<file path="src/hdl/tpts_pkg.sv">
package tpts_pkg;

	localparam int MAX_TASKS_DEF = 16;
	localparam int QUEUE_DEPTH   = 2;

	localparam logic [31:0] SLEEP_TICK     = 32'hFFFF_FFFF;
	localparam logic [31:0] MAX_DELAY_TICK = 32'hFFFF_FFFE;

	localparam logic [2:0] OPC_TICK   = 3'd0;
	localparam logic [2:0] OPC_CREATE = 3'd1;
	localparam logic [2:0] OPC_YIELD  = 3'd2;
	localparam logic [2:0] OPC_SLEEP  = 3'd3;
	localparam logic [2:0] OPC_WAKE   = 3'd4;
	localparam logic [2:0] OPC_START  = 3'd5;

	typedef enum logic [2:0] {
		OP_NOP,
		OP_TICK,
		OP_CREATE,
		OP_YIELD,
		OP_SLEEP,
		OP_WAKE,
		OP_START
	} op_t;

	typedef struct packed {
		op_t         op;
		logic [3:0]  slot;
		logic [7:0]  pri;
		logic [31:0] delay;
	} cmd_t;

	typedef enum logic [1:0] {
		ST_IDLE,
		ST_EXEC,
		ST_SCAN,
		ST_DRAIN
	} state_t;

endpackage

</file>
<file path="src/hdl/tick_priority_task_scheduler.sv">
// Task scheduler: one operation per start beat, one result per operation.
// Input: an operation beat is taken at a clock edge with start high and busy low.
// Fields opcode, slot, priority_req and delay come with it.
// Output: done pulses for one cycle with next_task and switch_request valid;
// the receiver cannot stall, so each result must be taken in that cycle.
// A front stage decodes the beat into a command and pushes it into a
// two-entry queue; the back end pops it, updates the task table and, for
// scheduling operations, scans all MAX_TASKS slots one per cycle through a
// registered read port.
// Back-end steps per operation: pop, execute and, when scheduling runs, a scan
// of every slot and a drain step; done is registered after the last step.
// busy rises while the front stage holds a beat and the queue is full.
// Reset clears the used flags, tick count, stamp counter, current and chosen
// task and the started flag; the table contents stay undefined until created.
module tick_priority_task_scheduler #(
	parameter int MAX_TASKS = tpts_pkg::MAX_TASKS_DEF
) (
	input  logic        clk,
	input  logic        arst_n,
	input  logic        start,
	output logic        busy,
	input  logic [2:0]  opcode,
	input  logic [3:0]  slot,
	input  logic [7:0]  priority_req,
	input  logic [31:0] delay,
	output logic        done,
	output logic [3:0]  next_task,
	output logic        switch_request
);

	logic           push;
	logic           full;
	logic           pop;
	logic           empty;
	tpts_pkg::cmd_t push_cmd;
	tpts_pkg::cmd_t pop_cmd;

	tpts_front #(.MAX_TASKS(MAX_TASKS)) u_front (
		.clk, .arst_n, .start, .busy, .opcode, .slot, .priority_req, .delay,
		.push, .push_cmd, .full
	);

	tpts_cmd_queue u_queue (
		.clk, .arst_n, .push, .push_cmd, .full, .pop, .empty, .pop_cmd
	);

	tpts_back #(.MAX_TASKS(MAX_TASKS)) u_back (
		.clk, .arst_n, .empty, .pop_cmd, .pop, .done, .next_task, .switch_request
	);

endmodule

</file>
<file path="src/hdl/tpts_front.sv">
module tpts_front #(
	parameter int MAX_TASKS = tpts_pkg::MAX_TASKS_DEF
) (
	input  logic            clk,
	input  logic            arst_n,
	input  logic            start,
	output logic            busy,
	input  logic [2:0]      opcode,
	input  logic [3:0]      slot,
	input  logic [7:0]      priority_req,
	input  logic [31:0]     delay,
	output logic            push,
	output tpts_pkg::cmd_t  push_cmd,
	input  logic            full
);

	logic           vld_s1;
	tpts_pkg::cmd_t cmd_s1;
	tpts_pkg::cmd_t dec;
	logic           slot_ok;
	logic           accept;
	logic           load;

	assign slot_ok = 32'(slot) < MAX_TASKS;
	assign push    = vld_s1 && !full;
	assign busy    = vld_s1 && full;
	assign accept  = start && !busy;
	assign load    = !vld_s1 || push;
	assign push_cmd = cmd_s1;

	// Classify the beat; bad opcodes and out-of-range slots on create, wake and start become no-ops.
	always_comb begin
		dec.slot  = slot;
		dec.pri   = priority_req;
		dec.delay = delay;
		unique case (opcode)
			tpts_pkg::OPC_TICK:   dec.op = tpts_pkg::OP_TICK;
			tpts_pkg::OPC_CREATE: dec.op = slot_ok ? tpts_pkg::OP_CREATE : tpts_pkg::OP_NOP;
			tpts_pkg::OPC_YIELD:  dec.op = tpts_pkg::OP_YIELD;
			tpts_pkg::OPC_SLEEP:  dec.op = tpts_pkg::OP_SLEEP;
			tpts_pkg::OPC_WAKE:   dec.op = slot_ok ? tpts_pkg::OP_WAKE : tpts_pkg::OP_NOP;
			tpts_pkg::OPC_START:  dec.op = slot_ok ? tpts_pkg::OP_START : tpts_pkg::OP_NOP;
			default:              dec.op = tpts_pkg::OP_NOP;
		endcase
	end

	always_ff @(posedge clk or negedge arst_n) begin
		if (!arst_n) begin
			vld_s1 <= 1'b0;
		end else if (load) begin
			vld_s1 <= accept;
		end
	end

	always_ff @(posedge clk) begin
		if (load && accept) begin
			cmd_s1 <= dec;
		end
	end

endmodule

</file>
<file path="src/hdl/tpts_cmd_queue.sv">
module tpts_cmd_queue (
	input  logic            clk,
	input  logic            arst_n,
	input  logic            push,
	input  tpts_pkg::cmd_t  push_cmd,
	output logic            full,
	input  logic            pop,
	output logic            empty,
	output tpts_pkg::cmd_t  pop_cmd
);

	localparam int AW = $clog2(tpts_pkg::QUEUE_DEPTH);

	tpts_pkg::cmd_t      mem [tpts_pkg::QUEUE_DEPTH];
	logic [AW-1:0]       wptr_q;
	logic [AW-1:0]       rptr_q;
	logic [AW:0]         count_q;

	assign full    = count_q == (AW+1)'(tpts_pkg::QUEUE_DEPTH);
	assign empty   = count_q == '0;
	assign pop_cmd = mem[rptr_q];

	always_ff @(posedge clk or negedge arst_n) begin
		if (!arst_n) begin
			wptr_q  <= '0;
			rptr_q  <= '0;
			count_q <= '0;
		end else begin
			if (push) wptr_q <= wptr_q + 1'b1;
			if (pop)  rptr_q <= rptr_q + 1'b1;
			if (push && !pop)      count_q <= count_q + 1'b1;
			else if (pop && !push) count_q <= count_q - 1'b1;
		end
	end

	always_ff @(posedge clk) begin
		if (push) mem[wptr_q] <= push_cmd;
	end

endmodule

</file>
<file path="src/hdl/tpts_back.sv">
module tpts_back #(
	parameter int MAX_TASKS = tpts_pkg::MAX_TASKS_DEF
) (
	input  logic            clk,
	input  logic            arst_n,
	input  logic            empty,
	input  tpts_pkg::cmd_t  pop_cmd,
	output logic            pop,
	output logic            done,
	output logic [3:0]      next_task,
	output logic            switch_request
);

	localparam int IW = $clog2(MAX_TASKS);
	localparam logic [IW-1:0] LAST_IDX = IW'(MAX_TASKS - 1);

	tpts_pkg::state_t state_q, state_nx;
	tpts_pkg::cmd_t   cmd_q;

	logic [7:0]  pri_mem   [MAX_TASKS];
	logic [31:0] wake_mem  [MAX_TASKS];
	logic [4:0]  stamp_mem [MAX_TASKS];
	logic [MAX_TASKS-1:0] used_q;

	logic [4:0]  stamp_cnt_q;
	logic [31:0] tick_q;
	logic [3:0]  cur_q;
	logic [3:0]  chosen_q;
	logic        started_q;

	logic [IW-1:0] rd_idx_q;
	logic          rd_vld_s1;
	logic [IW-1:0] rd_idx_s1;
	logic [7:0]    rd_pri_s1;
	logic [31:0]   rd_wake_s1;
	logic [4:0]    rd_stamp_s1;
	logic          rd_used_s1;

	logic          found_q;
	logic [IW-1:0] best_q;
	logic [7:0]    bpri_q;
	logic [4:0]    bage_q;

	logic          done_q;
	logic [3:0]    next_q;
	logic          sw_q;

	logic [IW-1:0] sidx;
	logic [IW-1:0] cidx;
	logic [32:0]   sum;
	logic [31:0]   yield_tick;
	logic          sched;
	logic          eligible;
	logic [4:0]    age;
	logic          take;
	logic [3:0]    chosen_nx;
	logic          do_pop;
	logic          do_exec;
	logic          do_scan;
	logic          do_drain;

	assign sidx = IW'(cmd_q.slot);
	assign cidx = (32'(cur_q) < MAX_TASKS) ? IW'(cur_q) : '0;
	assign sum  = {1'b0, tick_q} + {1'b0, cmd_q.delay};
	// Saturate so a yield never wraps early or turns into a sleep.
	assign yield_tick = (sum[32] || sum[31:0] == tpts_pkg::SLEEP_TICK) ?
		tpts_pkg::MAX_DELAY_TICK : sum[31:0];

	always_comb begin
		case (cmd_q.op)
			tpts_pkg::OP_NOP:    sched = 1'b0;
			tpts_pkg::OP_CREATE: sched = started_q;
			default:             sched = 1'b1;
		endcase
	end

	assign eligible = rd_vld_s1 && rd_used_s1 && rd_wake_s1 != tpts_pkg::SLEEP_TICK &&
		rd_wake_s1 <= tick_q;
	assign age  = stamp_cnt_q - 5'd1 - rd_stamp_s1;
	assign take = eligible && (!found_q || rd_pri_s1 < bpri_q ||
		(rd_pri_s1 == bpri_q && age < bage_q));
	assign chosen_nx = take ? 4'(rd_idx_s1) : (found_q ? 4'(best_q) : chosen_q);

	always_comb begin
		state_nx = state_q;
		unique case (state_q)
			tpts_pkg::ST_IDLE:  if (!empty) state_nx = tpts_pkg::ST_EXEC;
			tpts_pkg::ST_EXEC:  state_nx = sched ? tpts_pkg::ST_SCAN : tpts_pkg::ST_IDLE;
			tpts_pkg::ST_SCAN:  if (rd_idx_q == LAST_IDX) state_nx = tpts_pkg::ST_DRAIN;
			tpts_pkg::ST_DRAIN: state_nx = tpts_pkg::ST_IDLE;
			default:            state_nx = tpts_pkg::ST_IDLE;
		endcase
	end

	always_comb begin
		do_pop = 1'b0; do_exec = 1'b0; do_scan = 1'b0; do_drain = 1'b0;
		unique case (state_q)
			tpts_pkg::ST_IDLE:  do_pop = !empty;
			tpts_pkg::ST_EXEC:  do_exec = 1'b1;
			tpts_pkg::ST_SCAN:  do_scan = 1'b1;
			tpts_pkg::ST_DRAIN: do_drain = 1'b1;
			default:            do_pop = 1'b0;
		endcase
	end

	assign pop = do_pop;

	always_ff @(posedge clk or negedge arst_n) begin
		if (!arst_n) begin
			state_q     <= tpts_pkg::ST_IDLE;
			used_q      <= '0;
			stamp_cnt_q <= '0;
			tick_q      <= '0;
			cur_q       <= '0;
			chosen_q    <= '0;
			started_q   <= 1'b0;
			rd_idx_q    <= '0;
			rd_vld_s1   <= 1'b0;
			found_q     <= 1'b0;
			done_q      <= 1'b0;
			next_q      <= '0;
			sw_q        <= 1'b0;
		end else begin
			state_q   <= state_nx;
			done_q    <= do_drain || (do_exec && !sched);
			sw_q      <= do_drain;
			rd_vld_s1 <= do_scan;
			if (take) found_q <= 1'b1;
			if (do_exec) begin
				found_q  <= 1'b0;
				rd_idx_q <= '0;
				case (cmd_q.op)
					tpts_pkg::OP_TICK: tick_q <= tick_q + 32'd1;
					tpts_pkg::OP_CREATE: begin
						used_q[sidx] <= 1'b1;
						stamp_cnt_q  <= stamp_cnt_q + 5'd1;
					end
					tpts_pkg::OP_START: begin
						cur_q     <= cmd_q.slot;
						chosen_q  <= cmd_q.slot;
						started_q <= 1'b1;
					end
					default: ;
				endcase
				if (!sched) begin
					next_q <= chosen_q;
				end
			end
			if (do_scan) rd_idx_q <= rd_idx_q + 1'b1;
			if (do_drain) begin
				chosen_q <= chosen_nx;
				cur_q    <= chosen_nx;
				next_q   <= chosen_nx;
			end
		end
	end

	always_ff @(posedge clk) begin
		if (do_pop) cmd_q <= pop_cmd;
		if (take) begin
			best_q <= rd_idx_s1;
			bpri_q <= rd_pri_s1;
			bage_q <= age;
		end
		if (do_scan) rd_idx_s1 <= rd_idx_q;
	end

	always_ff @(posedge clk) begin
		if (do_exec) begin
			case (cmd_q.op)
				tpts_pkg::OP_CREATE: begin
					pri_mem[sidx]   <= cmd_q.pri;
					wake_mem[sidx]  <= '0;
					stamp_mem[sidx] <= stamp_cnt_q;
				end
				tpts_pkg::OP_YIELD: wake_mem[cidx] <= yield_tick;
				tpts_pkg::OP_SLEEP: wake_mem[cidx] <= tpts_pkg::SLEEP_TICK;
				tpts_pkg::OP_WAKE:  wake_mem[sidx] <= '0;
				default: ;
			endcase
		end
		if (do_scan) begin
			rd_pri_s1   <= pri_mem[rd_idx_q];
			rd_wake_s1  <= wake_mem[rd_idx_q];
			rd_stamp_s1 <= stamp_mem[rd_idx_q];
			rd_used_s1  <= used_q[rd_idx_q];
		end
	end

	assign done           = done_q;
	assign next_task      = next_q;
	assign switch_request = sw_q;

endmodule

</file>
<file path="config.mk">
export PLATFORM = sky130hd
export DESIGN_NAME = tick_priority_task_scheduler
export DESIGN_NICKNAME = d
export VERILOG_FILES = /design/src/hdl/tpts_pkg.sv /design/src/hdl/tick_priority_task_scheduler.sv /design/src/hdl/tpts_front.sv /design/src/hdl/tpts_cmd_queue.sv /design/src/hdl/tpts_back.sv
export SDC_FILE = /design/constraint.sdc
export NUM_CORES = 1
export LEC_CHECK = 0
export BUFFER_PORTS_ARGS = -buffer_cell sky130_fd_sc_hd__buf_2
export CAP_MARGIN = 30
export CORE_ASPECT_RATIO = 1.1
export CORE_UTILIZATION = 30
export DETAILED_ROUTE_END_ITERATION = 7
export HOLD_SLACK_MARGIN = 0.06
export MAX_ROUTING_LAYER = met4
export SYNTH_ARGS = -nofsm -noshare
export SYNTH_HDL_FRONTEND = slang
export SYNTH_SLANG_ARGS = --single-unit
export TNS_END_PERCENT = 100
</file>
<file path="constraint.sdc">
create_clock -name clk -period 5.8 [get_ports clk]
set_input_delay 0.29 -clock clk [delete_from_list [all_inputs] [get_ports clk]]
set_output_delay 0.29 -clock clk [all_outputs]
set_load 0.005 [all_outputs]
</file>
Yosys cells after proc, flatten, opt, wreduce, memory -nomap -nowiden. Memory sizes are Yosys's and may differ from the RTL's. A register that Yosys moved wholly into a read port is not among the register bits. Cells that the tools add are included. W data, S select, Z words.

Equal/unequal tests: 22. Mux-type cells: 48. Reduce and logical (&&, ||, !) cells: 42. $add $sub $neg: 10. Bitwise gates (word level): 3. Magnitude comparators: 6.

Operators by type and width (number): $mux W32 (4); $mux W4 (11); $add A32 B32 Y33 (1); $add A32 B1 Y32 const B (1); $eq A32 B32 Y1 const B (1); $le A32 B32 Y1 (1); $ne A32 B32 Y1 const B (1); $reduce_or A32 Y1 (1); $mux W1 (23); $pmux W3 S6 (1); $or A16 B16 Y16 (1); $eq A3 B3 Y1 const B (5); $logic_and A1 B1 Y1 (13); $eq A3 B2 Y1 const B (4); $reduce_and A2 Y1 (6); $lt A4 B5 Y1 const B (2); $mux W2 (5); $reduce_bool A2 Y1 (5); $eq A8 B8 Y1 (1); $logic_not A1 Y1 (8); $lt A8 B8 Y1 (1); $pmux W2 S4 (1); $eq A2 B2 Y1 const B (3); $eq A3 B1 Y1 const B (2); other kinds (20) (29).

Input bits: 50. Memory bits (writable): 814. Output and inout bits: 7. Memories: 4. Flip-flop bits (word level): 146.

Memories: u_back.wake_mem (depth 16, width 32, read ports 1, clocked after memory_dff 1, write ports 1, RTL line tpts_back.sv:21) `logic [31:0] wake_mem [MAX_TASKS];`; u_back.pri_mem (depth 16, width 8, read ports 1, clocked after memory_dff 1, write ports 1, RTL line tpts_back.sv:20) `logic [7:0] pri_mem [MAX_TASKS];`; u_queue.mem (depth 2, width 47, read ports 1, clocked after memory_dff 1, write ports 1, RTL line tpts_cmd_queue.sv:14) `tpts_pkg::cmd_t mem [tpts_pkg::QUEUE_DEPTH];`; u_back.stamp_mem (depth 16, width 5, read ports 1, clocked after memory_dff 1, write ports 1, RTL line tpts_back.sv:22) `logic [4:0] stamp_mem [MAX_TASKS];`.

Depth between registers and ports, before layout. Gate-level depths: netlist of the first run.

Depth in word-level cells: 8. Depth in mapped cells: 13.

Modules after synthesis. Synthesis of the first run repeated with hierarchy kept, for this count alone.

Cell total of the unflattened synthesis: 2231. Area, all modules: 42814.8 µm².

Modules (own cells, without submodules): tpts_back (cells an instance 2012, area an instance 37656.1 µm², instances 1, seq. area each 26845.7 µm²); tpts_cmd_queue (cells an instance 162, area an instance 3657.3 µm², instances 1, seq. area each 2922.8 µm²); tpts_front (cells an instance 57, area an instance 1501.4 µm², instances 1, seq. area each 1436.4 µm²).

Least setup slack after synthesis of the first run. OpenSTA, ideal clock, no wires.

Kind: register -> register. Start: register u_back.tick_q[0]. End: memory u_back.wake_mem[0][0] (data pin). Required time: 5474 ps. Path slack: 2408 ps. Stages on the path, launching flop included: 13. Library setup time: 326 ps. Buffers on the path: 0. Arrival: 3066 ps. Clock period less this slack: 3392 ps. Path through: dfrtp_1 ha_1 inv_1 fa_1 nand2b_1 a21oi_1 o21bai_1 a211o_1 a21o_1 mux2i_1 or4_1 nor4_2 a21oi_1.

Cells in the longest elaborated chain, start to end: 6.

RTL lines: start, declared (RTL line tpts_back.sv:26) `logic [31:0] tick_q;`; start signal, assigned (RTL line tpts_back.sv:133) `tpts_pkg::OP_TICK: tick_q <= tick_q + 32'd1;`; $add A32 B32 Y33 * (RTL line tpts_back.sv:64) `assign sum = {1'b0, tick_q} + {1'b0, cmd_q.delay};`; $eq A32 B32 Y1 (RTL line tpts_back.sv:66) `assign yield_tick = (sum[32] || sum[31:0] == tpts_pkg::SLEEP_TICK) ?`; $logic_or A1 B1 Y1 (RTL line tpts_back.sv:66); $mux W32 * (RTL line tpts_back.sv:66); $mux W32 (no source line) * (2 in a row); end, declared (RTL line tpts_back.sv:21).

Every way passes the cells marked *; elsewhere a longest branch is shown, timed or not.

Worst setup path after layout of the first run.
Start: register u_back.tick_q[0]. End: memory u_back.wake_mem[6][28] (data pin).

Same word-level chain as after synthesis.

==> results.py, run 1 <==
metrics = {
    "status": {
        "status": "finished clean",
    },
    "floorplanning": {
        "row_count": 144,
        "core-area_mm2": 0.1405,
        "ios": 57,
        "die_w_um": 361.6,
        "die_y_um": 397.6,
        "die_area_mm2": 0.1438,
        "initial_core_util_pct": 30.36,
    },
    "cts": {
        "cts_resized": 0,
        "cts_tree": "built",
        "numClockSinks": 1052,
        "post_cts_buffers": 0,
        "root_buffer": "clkbuf_16",
        "clk_latency_ns": 0.68,
        "cts_buffer_depth": 3,
        "cts-buffers-inserted": 104,
        "htree_levels": 3,
        "path_clk_slew_ns": 0.06,
    },
    "timing": {
        "drv_slew": 0,
        "worstMarginPinSlew_ns": 1.102,
        "final-setup-viol-count": 0,
        "final.period_utilization_pct": 71.40,
        "setup_tns_ns": 0,
        "finalHoldViolations": 0,
        "clock.fmax_mhz": 241.5,
        "slew_headroom_pct": 25.88,
        "rsz0062_at_grt": "no",
        "fin_crit_ns": 4.141,
        "fin_worst_skew_ns": 0.03152,
    },
    "global_route": {
        "grt-ovfl-total": 0,
        "grt_pass1_vias": 21470,
        "antenna_found_initial": 1,
        "grt_max_degree": 119,
        "grt_pass1_wl_um": 141200,
        "grt.total_usage_pct": 13.56,
    },
    "logic_synthesis": {
        "yosysTopAreaCell": "edfxtp_1",
        "synth.cell_area_mm2": 0.04267,
        "syn_inst": 2209,
        "syn_avg_cell_area_um2": 19.32,
        "yosys-top-cells-count": "975 x edfxtp_1, 230 x mux4_2, 88 x ha_1, 82 x a21oi_1, 77 x dfrtp_1",
        "synth_top_area_share_pct": 68.61,
        "synth_nets": 2349,
        "synth-edff-count": 975,
        "yosys-top-cells-area": "edfxtp_1 69%, mux4_2 12%, dfrtp_1 4.5%, ha_1 2.6%, mux2_2 1.3%",
        "yosys.cell_count.top_type": "edfxtp_1",
        "async_reset_ff_share_pct": 7.319,
        "ys_seq_area_share_pct": 73.13,
        "synth_top_flop_cell": "edfxtp_1",
        "yosysWarnings": 0,
        "ys_ff_latch": 1052,
        "synth.distinct_cells": 86,
    },
    "route": {
        "drt_iter0_drc": 1744,
        "routed_via_density": 4.895,
        "drtAntennaViolNets": 0,
        "wl_per_cell_um": 22.07,
        "num_vias": 21120,
        "drcViolationCount": 0,
        "finalWirelength_um": 95220,
        "first_pass_iters": 5,
    },
    "setup_path": {
        "cp_common_cell": "a21oi_1",
        "critical_path_arrival_ns": 4.45,
        "path_max_fanout": 27,
        "startpoint": "u_back.tick_q[0]",
        "worstReg2RegStart": "u_back.tick_q[0]",
        "cp_slowest_cell": "a21oi_1",
        "timing.rr.end": "u_back.wake_mem[6][28]",
        "cp_data_required_time_ns": 6.10,
        "max_stage_delay_ns": 0.90,
        "end_kind": "flip-flop",
        "r2r_slack_ns": 1.66,
        "cp-endpoint": "u_back.wake_mem[6][28]",
        "crit_type": "reg -> reg",
        "r2r_cells": 12,
        "cp_cell_sequence": "ha_1 > inv_1 > fa_1 > nand2b_1 > a21oi_1 > o211ai_1 > a21boi_2 > o211ai_2 > a31oi_4 > nor3_4 > buf_4 > a21oi_1",
        "crit_path_start_kind": "flip-flop",
    },
    "placed_design": {
        "routabilityCongestion": 0.8732,
        "dp_hpwl_um": 56480,
        "io_buffers": 56,
        "dpl_cell_area_mm2": 0.04560,
    },
    "power_and_ir_drop": {
        "peakVddDrop_mv": 0.2586,
        "cellLeakagePower_nw": 15.98,
        "powerDensity_mw_per_mm2": 439.6,
        "power_w": 0.02184,
    },
    "cells_and_area": {
        "drive_above_1_share_pct": 25.71,
        "area_growth_syn_to_layout_pct": 16.43,
        "fin_area_mm2": 0.04969,
        "final_nets": 2544,
    },
    "run": {
        "drv_cap": 0,
    },
    "hold_path": {
        "timing.hold.worst.class": "in -> async",
    },
}
-- area by class of cell --
class | instances | area (um^2)
Tap cell | 1825 | 2283
Timing Repair Buffer | 177 | 1433
Antenna cell | 1 | 2.502
Clock buffer | 126 | 2748
Inverter | 75 | 284.0
Sequential cell | 1052 | 31210
Fill cell | 12960 | 90850
Clock inverter | 65 | 732.0
Multi-Input combinational cell | 994 | 10990
-- critical path, delay by kind of cell, from the launching register on --
| family | cells | cell delay, ns |
|---|---|---|
| fa+ha+maj | 2 | 0.63 |
| buf+inv | 2 | 0.35 |
| flops | 1 | 0.46 |
| compound gates | 6 | 2.12 |
| simple gates | 2 | 0.22 |
-- what timing repair did --
item | 4_1_cts | 5_1_grt
endpoints found under the hold margin | 68 | 0
setup endpoints to repair | 0 | 0
hold buffers | 52 | 0
-- layer usage --
metal / part of all wire [%] / global-route usage (%) / vias to the layer above
met1: 43 / 17.90 / 11130
met4: 2.8 / 4.245 / 0
li1: - / - / 9340
met5: 0 / - / -
met3: 4.3 / 1.806 / 158
met2: 50 / 21.76 / 492
-- where the power goes --
group	internal, W	total, W	switching [W]	leakage, nW
registers	0.00984	0.0105	0.000661	9.81
clock network	0.00400	0.00686	0.00286	1.68
logic	0.00189	0.00448	0.00259	4.50
-- sequential cells by signal (all words and copies together), names as in the netlist, 2 cells and up, named ones only --
register and flops:
u_back.cmd_q 43, u_back.used_q 16, u_back.rd_idx_s1 4, u_back.sidx 4
u_back.stamp_cnt_q 5, u_back.rd_pri_s1 8, u_queue.mem 94, u_queue.count_q 2
u_back.bage_q 5, u_back.bpri_q 8, u_back.rd_idx_q 4, u_back.wake_mem 512
u_back.best_q 4, u_back.cidx 4, u_back.stamp_mem 80, u_back.tick_q 32
u_back.next_task 4, u_back.rd_stamp_s1 5, u_front.push_cmd 47, u_back.pri_mem 128
u_back.rd_wake_s1 32
-- through the flow --
stage	setup slack (ns)	instances	hold WS, ns	util (%)
after CTS	1.612	4305	0.1086	35.30
after detailed placement	1.646	4062	0.1832	32.45
after global placement	1.447	4050	0.1870	32.34
after global routing	1.329	4315	0.1365	35.35
final	1.659	4315	0.1043	35.35
after floorplan	2.408	2209	-0.005591	-
-- worst min-delay path by stage --
stage / start / to / slack (ns)
after CTS: arst_n / u_back.used_q[11] / 0.11
after floorplan: arst_n / async pin / -0.006
after global placement: arst_n / u_back.stamp_cnt_q[4] / 0.19
final: arst_n / u_back.stamp_cnt_q[4] / 0.10
after detailed placement: arst_n / u_back.stamp_cnt_q[4] / 0.18
after global routing: arst_n / u_back.used_q[8] / 0.14
-- layout by cell type, fill, tap and decap left out, types with 56 or more instances in the layout --
master	synthesis	final
a21oi_1	82	82
buf_2	29	56
buf_4	2	59
clkbuf_16	0	106
dfrtp_1	77	73
edfxtp_1	975	975
ha_1	88	87
inv_1	75	73
mux4_2	230	230
nand2_1	61	60
-- logic make-up after synthesis --
group	Yosys count	synth area share (%)
mux	291	13.73
compound gates	233	3.586
fa+ha+maj	90	2.674
simple gates	314	3.967
xor+xnor	66	1.355
buf+inv	163	1.560
flops	1052	73.13
Power figures use the tool's default switching activity.
==> inputs of run 2 (changes only) <==
Clock period 5.8 ns to 3.5 ns, I/O delays scaled along.
==> results.py, run 2 (synthesized netlist as in run 1, its figures left out) <==
metrics = {
    "cells_and_area": {
        "fin_cells": 4391,
        "area_growth_syn_to_layout_pct": 18.35,
        "final_common_cell": "edfxtp_1",
        "largest-register": "u_back.wake_mem",
        "final_cell_mix": "975 x edfxtp_1, 230 x mux4_2, 116 x buf_4, 103 x clkbuf_16, 84 x ha_1",
        "largest_reg_flops": 512,
        "antenna_cells": 0,
        "fin_area_mm2": 0.05050,
        "drive_above_1_share_pct": 28.92,
        "largest_registers": "u_back.wake_mem x512, u_back.pri_mem x128, u_queue.mem x94",
        "fillers": 13000,
        "final_nets": 2624,
    },
    "global_route": {
        "grt_max_degree": 100,
        "antenna_found_initial": 0,
        "grt.total_usage_pct": 13.65,
        "grt_pass1_wl_um": 142700,
        "grt-ovfl-total": 0,
        "grt_pass1_vias": 21740,
    },
    "setup_path": {
        "cp_common_cell": "buf_4",
        "worstReg2RegStart": "u_back.tick_q[13]",
        "cp_slowest_cell": "ha_1",
        "critical_path_arrival_ns": 3.75,
        "cp_cell_sequence": "ha_1 > nand2_1 > nor4_4 > o211ai_1 > a21boi_2 > buf_4 > a21o_1 > nand3_2 > nand4b_1 > nor4_2 > a21oi_2 > buf_4",
        "r2r_cells": 12,
        "crit_path_start_kind": "flip-flop",
        "end_kind": "flip-flop",
        "r2r_slack_ns": 0.16,
        "crit_type": "reg -> reg",
        "cp_data_required_time_ns": 3.91,
        "max_stage_delay_ns": 0.42,
        "path_max_fanout": 8,
        "startpoint": "u_back.tick_q[13]",
        "timing.rr.end": "u_back.wake_mem[10][0]",
    },
    "floorplanning": {
        "die_area_mm2": 0.1438,
        "row_count": 144,
        "core-area_mm2": 0.1405,
        "initial_core_util_pct": 30.36,
        "die_w_um": 361.6,
        "die_y_um": 397.6,
        "ios": 57,
    },
    "timing": {
        "slew_headroom_pct": 46.60,
        "final.period_utilization_pct": 95.40,
        "rsz0062_at_grt": "yes",
        "finalHoldViolations": 0,
        "clock.fmax_mhz": 299.5,
        "worstMarginPinSlew_ns": 0.8010,
        "drv_slew": 0,
        "timing.hold.ws_ns": 0.2236,
        "final-setup-viol-count": 0,
        "fin_worst_skew_ns": 0.02789,
        "fin_crit_ns": 3.339,
    },
    "hold_path": {
        "hold_start": "priority_req[4]",
        "whs_path_depth": 2,
        "min_to": "u_front.push_cmd[36]",
        "timing.hold.worst.class": "in -> reg",
    },
    "power_and_ir_drop": {
        "peakVddDrop_mv": 0.3661,
        "cellLeakagePower_nw": 16.42,
        "power_w": 0.03605,
        "powerDensity_mw_per_mm2": 713.8,
    },
    "cts": {
        "path_clk_slew_ns": 0.07,
        "clk_latency_ns": 0.67,
        "numClockSinks": 1052,
        "cts-buffers-inserted": 103,
        "root_buffer": "clkbuf_16",
        "cts_buffer_depth": 3,
        "cts_tree": "built",
        "htree_levels": 3,
    },
    "route": {
        "drt_iter0_drc": 1817,
        "drcViolationCount": 0,
        "finalWirelength_um": 95610,
        "first_pass_iters": 5,
        "routed_via_density": 4.844,
        "wl_per_cell_um": 21.77,
        "num_vias": 21270,
        "drtAntennaViolNets": 0,
    },
    "status": {
        "status": "finished clean",
    },
    "placed_design": {
        "io_buffers": 56,
        "dp_hpwl_um": 56130,
        "dpl_cell_area_mm2": 0.04655,
        "dpl.cell_count": 4146,
        "routabilityCongestion": 0.8605,
    },
    "run": {
        "drv_cap": 0,
    },
}
run 2: cell count changes in the layout (fill, tap and decap cells not counted), moves of 3 or more:
cell,change
buf_12,+26
clkinv_1,-4
ha_2,+3
ha_1,-3
a21oi_1,-4
clkinv_2,+9
clkbuf_1,+3
a21oi_2,+4
nor4_1,-3
buf_4,+57
bufinv_16,-8
clkbuf_16,-3
buf_6,-3
inv_6,-3
run 2: final cells by class:
class                      instances  area, um^2  area share (%)
timing repair buffer             258        2367           4.688
clock inverter                    63       553.0           1.095
multi-input combinational        994       11140           22.06
clock buffer                     124        2656           5.260
tap                             1825        2283           4.522
sequential                      1052       31210           61.81
inverter                          75       284.0          0.5624
run 2: worst max-delay path, delay by kind of cell (launching register included):
family	cells	cell delay, ns
AO/OA/AOI/OAI	4	0.68
adder cells (fa/ha/maj)	1	0.42
buffers and inverters	2	0.33
flip-flops	1	0.41
AND/OR/NAND/NOR	5	1.24
run 2: report_power, final:
group          switching, W  internal [W]  total [W]  leakage (nW)
combinational       0.00459       0.00362    0.00821          5.05
sequential         0.000952        0.0163     0.0172          9.81
clock               0.00470       0.00589     0.0106          1.56
total                0.0102        0.0258     0.0360          16.4
run 2: what timing repair did:
action / 4_1_cts / 5_1_grt
cloned: 0 / 1
setup buffers: 0 / 3
pin swaps: 1 / 7
hold buffers: 52 / 1
endpoints found under the setup margin: 22 / 312
hold endpoints to repair: 119 / 5
resized for setup: 8 / 26
run 2: routing by layer:
layer	up-vias	part of all wire [%]	wire length [um]	global-route usage, %
met3	141	3.9	3708	1.694
li1	9503	-	-	-
met5	-	0	0	-
met1	11190	44	41950	17.93
met2	443	50	47730	22.39
met4	0	2.3	2219	3.624
run 2: worst max-delay path by stage:
stage | slack, ns | to | cells past startpoint
6_report | 0.16 | u_back.wake_mem[10][0] | 12
5_1_grt | -0.03 | u_back.wake_mem[5][0] | 12
4_1_cts | 0.01 | u_back.wake_mem[5][0] | 15
3_5_place_dp | -0.11 | u_back.wake_mem[0][0] | 11
3_3_place_gp | -0.50 | u_back.wake_mem[15][11] | 10
2_1_floorplan | 0.11 | u_back.wake_mem[0][0] | 12
run 2: per-stage QoR:
step           setup slack [ns]  util, %  setup TNS, ns
2_1_floorplan            0.1078        -              0
3_3_place_gp            -0.4988    33.06        -208.58
3_5_place_dp            -0.1122    33.12         -1.876
4_1_cts                 0.01052    35.81              0
5_1_grt                -0.03282    35.93         -1.138
6_report                 0.1609    35.93              0
